## src/sv/rhsv_pkg.sv

```systemverilog
// Package for the RGB to HSV pixel core: item types, constants, sector codes.
`default_nettype none
package rhsv_pkg;

  // Fixed-point constants, hue in 1/64 degree
  localparam int HueSixty  = 3840;    // 60 degrees
  localparam int HueTurn   = 23040;   // 360 degrees
  localparam int OffGreen  = 7680;    // 120 degrees
  localparam int OffBlue   = 15360;   // 240 degrees
  localparam int SatScale2 = 131070;  // 2 * 65535

  // Divider geometry
  localparam int QuotW      = 16;                       // quotient bits
  localparam int StepsPerSt = 4;                        // quotient bits per stage
  localparam int DivStages  = QuotW / StepsPerSt;       // divider stages
  localparam int RemW       = 9;                        // divisor / remainder width
  localparam int PipeDepth  = 3 + DivStages;            // total register stages

  typedef enum logic [1:0] {
    SEC_RED,
    SEC_GREEN,
    SEC_BLUE
  } sector_e;

  typedef struct packed {
    logic [7:0]  red;
    logic [7:0]  green;
    logic [7:0]  blue;
    logic [31:0] coord_x;
    logic [31:0] coord_y;
    logic [31:0] coord_z;
  } hsv_in_t;

  typedef struct packed {
    logic [14:0] hue;
    logic [15:0] saturation;
    logic [15:0] brightness;
    logic [31:0] out_x;
    logic [31:0] out_y;
    logic [31:0] out_z;
  } hsv_out_t;

  typedef struct packed {
    logic [31:0] x;
    logic [31:0] y;
    logic [31:0] z;
  } coord_t;

  // One long-division lane: remainder, dividend bits shifting out at the top
  // while quotient bits shift in at the bottom, and the divisor.
  typedef struct packed {
    logic [RemW-1:0]  rem;
    logic [QuotW-1:0] bits;
    logic [RemW-1:0]  dvs;
  } div_lane_t;

  // Side data that rides along the divider stages
  typedef struct packed {
    logic [7:0] mx;
    logic       hue_zero;
    logic       sat_zero;
    coord_t     crd;
  } div_meta_t;

endpackage
`default_nettype wire

```

## src/sv/rgb_to_hsv_pixel_core.sv

```systemverilog
// RGB to HSV pixel core: pipelined fixed-point conversion with coordinate pass-through.
`default_nettype none
//
//  Channel | Direction | Handshake                 | Payload
//  --------+-----------+---------------------------+-----------------------------
//  input   | in        | in_valid_i / in_stall_o   | in_data_i  (hsv_in_t)
//  output  | out       | out_valid_o / out_stall_i | out_data_o (hsv_out_t)
//
//  Seven register stages, with one item per cycle sustained for as long as no stalled
//  result holds the output.
//  Stages: min/max and sector, hue/sat numerators, hue wrap, then four stages of a
//  restoring divider that resolve 4 quotient bits each for both divisions.
//  Reset clears only the per-stage valid bits; payload registers are not reset.
//  A stalled result on the output freezes the whole pipe, and in_stall_o follows it,
//  so no item is dropped or repeated.
//
module rgb_to_hsv_pixel_core
  import rhsv_pkg::*;
(
  input  wire logic     clk_i,
  input  wire logic     rst_ni,
  input  wire logic     in_valid_i,
  output logic          in_stall_o,
  input  wire hsv_in_t  in_data_i,
  output logic          out_valid_o,
  input  wire logic     out_stall_i,
  output hsv_out_t      out_data_o
);

  // Four restoring division steps on one lane.
  function automatic div_lane_t div_step(div_lane_t l);
    div_lane_t     o;
    logic [RemW:0] t;
    o = l;
    for (int i = 0; i < StepsPerSt; i++) begin
      t = {o.rem, o.bits[QuotW-1]};
      if (t >= {1'b0, o.dvs}) begin
        t      = t - {1'b0, o.dvs};
        o.bits = {o.bits[QuotW-2:0], 1'b1};
      end else begin
        o.bits = {o.bits[QuotW-2:0], 1'b0};
      end
      o.rem = t[RemW-1:0];
    end
    return o;
  endfunction

  // Pipe advances unless the output holds an item that is stalled.
  logic adv;
  logic [PipeDepth-1:0] v_q;

  assign adv        = !(v_q[PipeDepth-1] && out_stall_i);
  assign in_stall_o = !adv;

  always_ff @(posedge clk_i or negedge rst_ni) begin
    if (!rst_ni) begin
      v_q <= '0;
    end else if (adv) begin
      v_q <= {v_q[PipeDepth-2:0], in_valid_i};
    end
  end

  // ---------------- Stage 1: max, min, sector, hue numerator term
  logic [7:0]        s1_mx_d, s1_mn_d, s1_mx_q, s1_d_q;
  logic signed [8:0] s1_num_d, s1_num_q;
  sector_e           s1_sec_d, s1_sec_q;
  coord_t            s1_crd_q;

  always_comb begin
    s1_mx_d = in_data_i.red;
    s1_mn_d = in_data_i.red;
    if (in_data_i.green > s1_mx_d) s1_mx_d = in_data_i.green;
    if (in_data_i.blue  > s1_mx_d) s1_mx_d = in_data_i.blue;
    if (in_data_i.green < s1_mn_d) s1_mn_d = in_data_i.green;
    if (in_data_i.blue  < s1_mn_d) s1_mn_d = in_data_i.blue;
    // red wins ties over green, green over blue
    if (s1_mx_d == in_data_i.red) begin
      s1_sec_d = SEC_RED;
      s1_num_d = $signed({1'b0, in_data_i.green}) - $signed({1'b0, in_data_i.blue});
    end else if (s1_mx_d == in_data_i.green) begin
      s1_sec_d = SEC_GREEN;
      s1_num_d = $signed({1'b0, in_data_i.blue}) - $signed({1'b0, in_data_i.red});
    end else begin
      s1_sec_d = SEC_BLUE;
      s1_num_d = $signed({1'b0, in_data_i.red}) - $signed({1'b0, in_data_i.green});
    end
  end

  always_ff @(posedge clk_i) begin
    if (adv) begin
      s1_mx_q  <= s1_mx_d;
      s1_d_q   <= s1_mx_d - s1_mn_d;
      s1_num_q <= s1_num_d;
      s1_sec_q <= s1_sec_d;
      s1_crd_q <= '{x: in_data_i.coord_x, y: in_data_i.coord_y, z: in_data_i.coord_z};
    end
  end

  // ---------------- Stage 2: raw hue numerator and saturation dividend
  logic signed [23:0] s2_n_d, s2_n_q, num_ext;
  logic [23:0]        off_term;
  logic [24:0]        s2_sat_d, s2_sat_q;
  logic [7:0]         s2_mx_q, s2_d_q;
  coord_t             s2_crd_q;

  always_comb begin
    num_ext = 24'(s1_num_q);
    case (s1_sec_q)
      SEC_RED:   off_term = '0;
      SEC_GREEN: off_term = 24'(s1_d_q) * 24'(OffGreen);
      SEC_BLUE:  off_term = 24'(s1_d_q) * 24'(OffBlue);
      default:   off_term = '0;
    endcase
    s2_n_d   = num_ext * 24'(HueSixty) + $signed(off_term);
    // 2*65535*d + mx, for round(65535*d/mx) = floor(that / (2*mx))
    s2_sat_d = 25'(s1_d_q) * 25'(SatScale2) + 25'(s1_mx_q);
  end

  always_ff @(posedge clk_i) begin
    if (adv) begin
      s2_n_q   <= s2_n_d;
      s2_sat_q <= s2_sat_d;
      s2_mx_q  <= s1_mx_q;
      s2_d_q   <= s1_d_q;
      s2_crd_q <= s1_crd_q;
    end
  end

  // ---------------- Stage 3: wrap negative hue, load divider lanes
  logic signed [23:0] n_fix;
  logic [23:0]        hue_num;
  div_lane_t          dv_sat_q [DivStages+1];
  div_lane_t          dv_hue_q [DivStages+1];
  div_meta_t          dv_meta_q [DivStages+1];

  always_comb begin
    if (s2_n_q < 0) begin
      n_fix = s2_n_q + $signed(24'(s2_d_q) * 24'(HueTurn));
    end else begin
      n_fix = s2_n_q;
    end
    hue_num = {n_fix[22:0], 1'b0} + 24'(s2_d_q);
  end

  always_ff @(posedge clk_i) begin
    if (adv) begin
      dv_sat_q[0]  <= '{rem: s2_sat_q[24:QuotW], bits: s2_sat_q[QuotW-1:0],
                        dvs: {s2_mx_q, 1'b0}};
      dv_hue_q[0]  <= '{rem: RemW'(hue_num[23:QuotW]), bits: hue_num[QuotW-1:0],
                        dvs: {s2_d_q, 1'b0}};
      dv_meta_q[0] <= '{mx: s2_mx_q, hue_zero: (s2_d_q == '0),
                        sat_zero: (s2_mx_q == '0), crd: s2_crd_q};
    end
  end

  // ---------------- Divider stages: 4 quotient bits per stage on both lanes
  for (genvar k = 0; k < DivStages; k++) begin : g_div
    always_ff @(posedge clk_i) begin
      if (adv) begin
        dv_sat_q[k+1]  <= div_step(dv_sat_q[k]);
        dv_hue_q[k+1]  <= div_step(dv_hue_q[k]);
        dv_meta_q[k+1] <= dv_meta_q[k];
      end
    end
  end

  // ---------------- Output: zero hue for grey, zero saturation for black
  div_meta_t m_last;
  assign m_last      = dv_meta_q[DivStages];
  assign out_valid_o = v_q[PipeDepth-1];

  always_comb begin
    out_data_o.hue        = m_last.hue_zero ? '0 : dv_hue_q[DivStages].bits[14:0];
    out_data_o.saturation = m_last.sat_zero ? '0 : dv_sat_q[DivStages].bits;
    out_data_o.brightness = {m_last.mx, m_last.mx};
    out_data_o.out_x      = m_last.crd.x;
    out_data_o.out_y      = m_last.crd.y;
    out_data_o.out_z      = m_last.crd.z;
  end

endmodule
`default_nettype wire
```

## config.mk

```make
export PLATFORM = sky130hd
export DESIGN_NAME = rgb_to_hsv_pixel_core
export DESIGN_NICKNAME = d
export VERILOG_FILES = /design/src/sv/rhsv_pkg.sv /design/src/sv/rgb_to_hsv_pixel_core.sv
export SDC_FILE = /design/constraint.sdc
export NUM_CORES = 2
export LEC_CHECK = 0
export BUFFER_PORTS_ARGS = -buffer_cell sky130_fd_sc_hd__buf_2
export CORE_ASPECT_RATIO = 1.4
export CORE_MARGIN = 1.5
export CORE_UTILIZATION = 40
export DETAILED_ROUTE_END_ITERATION = 7
export MAX_ROUTING_LAYER = met4
export PLACE_DENSITY = 0.68
export SLEW_MARGIN = 0
export SYNTH_ARGS = -nofsm -noshare
export SYNTH_HDL_FRONTEND = slang
export SYNTH_SLANG_ARGS = --single-unit
```

## constraint.sdc

```tcl
create_clock -name clk_i -period 39.5 [get_ports clk_i]
set_input_delay 0 -clock clk_i [delete_from_list [all_inputs] [get_ports clk_i]]
set_output_delay 0 -clock clk_i [all_outputs]
set_load 0.05 [all_outputs]
```

Word level (Yosys, flattened, before mapping)
Memories as Yosys holds them, arrays and structs flattened.
Cells that the tools add are included.
Cells by class
  add/sub/neg operators: 40
  mux-type cells: 140
  reductions and logical operators: 3
  $mul: 5
  $lt $le $gt $ge: 37
  equal/unequal tests: 4
  div/mod/pow operators: 0
  shift-type cells: 0
  bitwise logic cells: 0
Operators by type and width (number)
  2-to-1 mux 9 bit: 66
  2-to-1 mux 16 bit: 33
  >= comparator 10 x 9 -> 1 bit: 32
  subtractor 9 bit: 32
  case mux 22 bit (2 select lines): 1
  2-to-1 mux 1 bit: 33
  2-to-1 mux 8 bit: 4
  subtractor 8 x 8 -> 9 bit: 3
  adder 25 x 8 -> 25 bit: 1
  adder 22 x 23 -> 24 bit: 1
  adder 24 x 8 -> 24 bit: 1
  < comparator 24 x 1 -> 1 bit (second input constant): 1
  multiplier 8 x 16 -> 24 bit (second input constant): 1
  multiplier 8 x 4 -> 12 bit (second input constant): 2
  adder 23 bit: 1
  2-to-1 mux 23 bit: 1
  == test 8 bit: 2
  greater-than comparator 8 bit: 2
  zero test 8 bit: 2
  < comparator 8 bit: 2
  2-to-1 mux 15 bit: 1
  multiplier 8 x 6 -> 14 bit (second input constant): 1
  multiplier 9 x 5 -> 14 bit (second input constant): 1
  subtractor 8 bit: 1
  other kinds (4): 4
Storage, ports and cells
  memory bits (writable): 870
  logic and storage cells: 247
  ROM bits: 0
  register bits: 291
  input port bits: 124
  latch bits: 0
  memories kept: 3
  output and inout port bits: 145
Memories
  dv_meta_q: words 5, width 106, read ports 5, clocked after Yosys merged registers in 0, wr ports 5, line rgb_to_hsv_pixel_core.sv:134  | div_meta_t dv_meta_q [DivStages+1];
  dv_hue_q: words 5, width 34, read ports 5, clocked after Yosys merged registers in 0, wr ports 5, line rgb_to_hsv_pixel_core.sv:133  | div_lane_t dv_hue_q [DivStages+1];
  dv_sat_q: words 5, width 34, read ports 5, clocked after Yosys merged registers in 0, wr ports 5, line rgb_to_hsv_pixel_core.sv:132  | div_lane_t dv_sat_q [DivStages+1];

Depth between registers and ports, before layout
An unclocked memory read counts as a cell.
  depth after elaboration: 13
  depth in mapped cells: 46
  depth with buffers taken out: 45

Worst setup path after synthesis
Ideal clock, no wire load.
  path type: register to output
  start: register v_q[6]
  end: output in_stall_o
  path buffers: 0
  required time: 39.500 ns
  cell stages (with the launch flop): 3
  setup slack: 10.409 ns
  arrival: 29.091 ns
  cells stage by stage: dfrtp_1 -> nand2_1 -> inv_1
On the way
  cells in the longest elaborated chain, start to end: 1
RTL lines
  start, declared: line rgb_to_hsv_pixel_core.sv:50  | logic [PipeDepth-1:0] v_q;
  start signal, assigned: line rgb_to_hsv_pixel_core.sv:59  | v_q <= {v_q[PipeDepth-2:0], in_valid_i};
  logical AND 1 bit: line rgb_to_hsv_pixel_core.sv:52  | assign adv = !(v_q[PipeDepth-1] && out_stall_i);
  end, declared: line rgb_to_hsv_pixel_core.sv:23  | output logic in_stall_o,
No other way between the ends.

==> impl_metrics.csv <==
group,metric,value,unit
final_layout,layout.nets,5010,
synth,synthArstFlopShare,0.676,%
sta,slew_headroom,23.0,%
job,maxCapViolCount,0,
critical_path,crit_cells,43,
drt,num_vias,30900,
critical_path,cp-start-kind,"flip-flop",
synth,syn_avg_cell_area,13.6,um^2
sta,fin_setup_tns,0,ps
die,die-area,136000,um^2
sta,drv_slew,0,
placed_design,gp_congestion,0.902,
sta,skew,30.9,ps
final_layout,final_core_utilization,46.3,%
synth,synth-edff-count,1028,
sta,setup_viol,0,
critical_path,slowest_stage,"o21ai_0",
clocking,tritoncts,"yes",
grt,antenna_found_initial,3,
synth,netlist-cell-type-count,94,
grt,overflow,0,
critical_path,r2r_cells,43,
clocking,clk_latency,710,ps
clocking,clock_sinks,1035,
clocking,htreeDepth,3,
worst_hold_path,min_path_type,"in -> reg",
clocking,cts.path.max_buffers,3,
grt,grt_use_total,15.4,%
sta,timing.hold.ws,56.0,ps
worst_hold_path,holdCritStartpoint,"in_data_i[72]",
synth,synth_top_area_share,57.9,%
die,pin_count,269,
placed_design,port_buffers,268,
die,die_h,435,um
worst_hold_path,hold_path_depth,2,
drt,dr.first_iter.drc_count,1750,
status,status,"complete, no violations",
synth,syn_area,53400,um^2
synth,synth_seq_cells,1035,
grt,grt_pass1_vias,31700,
drt,ant_nets,0,
drt,viasPerCell,4.98,
placed_design,hpwlAfterDp,73200,um
critical_path,timing.critical_path.mode_cell,"o21ai_0",
synth,synth_top_area_cell,"edfxtp_1",
critical_path,cp_top_family,"compound AO/OA/AOI/OAI gates",
critical_path,endpoint_kind,"flip-flop",
synth,synthFlopType,"edfxtp_1",
grt,grt_max_degree,198,
drt,drcViolationCount,0,
sta,hold_viol,0,
sta,grt_setup_unrepaired,"no",
critical_path,max_stage_delay,540,ps
die,row_count,158,
synth,synth.area.top_cells,"edfxtp_1 58%, ha_1 10%, fa_1 3.7%",
grt,grt_pass1_wl,163000,um
critical_path,worst-path-buf-inv,6,
die,core_area,132000,um^2
critical_path,cp.required,39950,ps
sta,finalCriticalPeriod,10380,ps
sta,max_freq,96.3,MHz
die,initial_core_util,40.3,%
synth,ys_warn_count,0,
final_layout,area_delta_synth_final,14.9,%
clocking,cts_repair_resize_count,0,
die,dieWidth,312,um
clocking,cts_buffers,99,
drt,wl_per_cell,16.4,um
drt,dr.pass1.iters,5,
sta,tightest_slew,1140,ps
critical_path,path_max_fanout,11,
clocking,path_clk_slew,60,ps
critical_path,critPathArrivalTime,10830,ps
synth,synth_cells,3925,
synth,syn_nets,4581,
synth,ys_seq_area_share,58.2,%
critical_path,reg2reg_from,"dv_meta_q[0][99]",
clocking,cts-root-buf,"clkbuf_16",
final_layout,drive_gt1_share,13.1,%
drt,finalWirelength,102000,um
critical_path,cp-startpoint,"dv_meta_q[0][99]",
sta,finalCritPeriodShare,26.3,%
critical_path,critical_path_class,"reg -> reg",
cells by family after synthesis:
group                      after synthesis  share of synthesized area [%]
AOI/OAI and AO/OA                      759                           9.34
DFF                                   1035                           58.2
xor gates and xnor gates               286                           4.69
adders and majority gates              532                           13.9
buffers and inverters                  528                           4.58
muxes                                  149                           3.12
and+or+nand+nor                        636                           6.22
synth_stat cells (all sizes together) (9+ instances only):
cell,count
clkbuf,37
or3,9
or2,17
nand4,53
xor2,77
o21a,28
edfxtp,1028
nand2,119
mux2,104
a211oi,15
a221oi,16
o21bai,31
o221ai,24
fa,99
nor2b,105
a21oi,220
xnor2,209
o21ai,161
ha,433
a22oi,13
a31oi,12
buf,121
nor2,151
nor3,35
a21o,136
inv,368
nand3,30
and2,14
nor4,11
a21boi,14
nand2b,54
o211ai,17
mux2i,45
o31ai,11
state kept, by name (all words and copies together) (netlist names):
name,count
s2_d_q,8
s1_num_q,9
s1_crd_q,96
s1_mx_q,8
s1_d_q,8
dv_hue_q,111
s2_sat_q,25
v_q,7
s2_crd_q,96
s1_sec_q,2
dv_meta_q,529
s2_mx_q,7
s2_n_q,16
dv_sat_q,113
layer usage:
layer	vias up	routed length, um	GRT usage, %
met4	0	3120	6.03
li1	15200	-	-
met2	515	52900	27.5
met5	-	0	-
met3	192	3590	1.90
met1	15000	42200	17.5
path summary, 6_finish.rpt:
check / end / slack, ps
setup / recovery: dv_sat_q[0][64] / 29120
max in group asynchronous: v_q[6] / 38980
hold reg to reg: dv_meta_q[0][254] / 390
hold / removal: s1_crd_q[72] / 60
setup reg to reg: dv_sat_q[0][64] / 29120
min in group asynchronous: v_q[5] / 270
cell type report:
| class | count | area, um^2 |
|---|---|---|
| clock inverters | 64 | 666 |
| flip-flops and latches | 1035 | 31000 |
| repair buffers | 486 | 3530 |
| diodes | 3 | 7.51 |
| clock buffers | 119 | 2560 |
| inverters | 370 | 1390 |
| multi-input cells | 2362 | 19900 |
| fillers | 11700 | 71200 |
| well taps | 1760 | 2200 |
layout by cell type, fill, tap and decap left out, types with 19 or more instances in the layout:
master and n:
edfxtp_1 1028, mux2i_1 45, fa_1 99, buf_2 268, nand4_1 53, inv_1 364
nand2_1 117, mux2_2 93, nor2b_1 104, clkbuf_1 19, a21o_1 135, ha_1 433
nand2b_1 54, a21oi_1 218, xor2_1 77, nand3_1 30, clkinv_1 20, o21bai_1 31
dlygate4sd3_1 206, clkbuf_16 99, o21ai_0 154, o221ai_1 24, o21a_1 28, nor3_1 33
nor2_1 150, xnor2_1 209
metrics by stage:
stage	std cells	setup WS, ps	area [um^2]
final	6199	29120	61300
after global routing	6199	27930	61300
after CTS	6196	29160	61300
after detailed placement	5807	29180	56000
after global placement	5807	29170	56000
after floorplan	3925	10410	53400
repair_timing:
action / in CTS / in global routing
endpoints found under the hold margin: 118 / 0
setup buffers: 0 / 0
hold buffers: 206 / 0
worst register-to-register path, delay by kind of cell (launching register included):
family / cells / cell delay, ps
adders and majority gates: 4 / 1230
and+or+nand+nor: 11 / 2050
DFF: 1 / 480
muxes: 1 / 310
AOI/OAI and AO/OA: 21 / 5220
buffers and inverters: 6 / 820
Power is left out: the tool's default activity adds up to more than one toggle a clock period on the data nets, which glitch-free logic cannot reach.
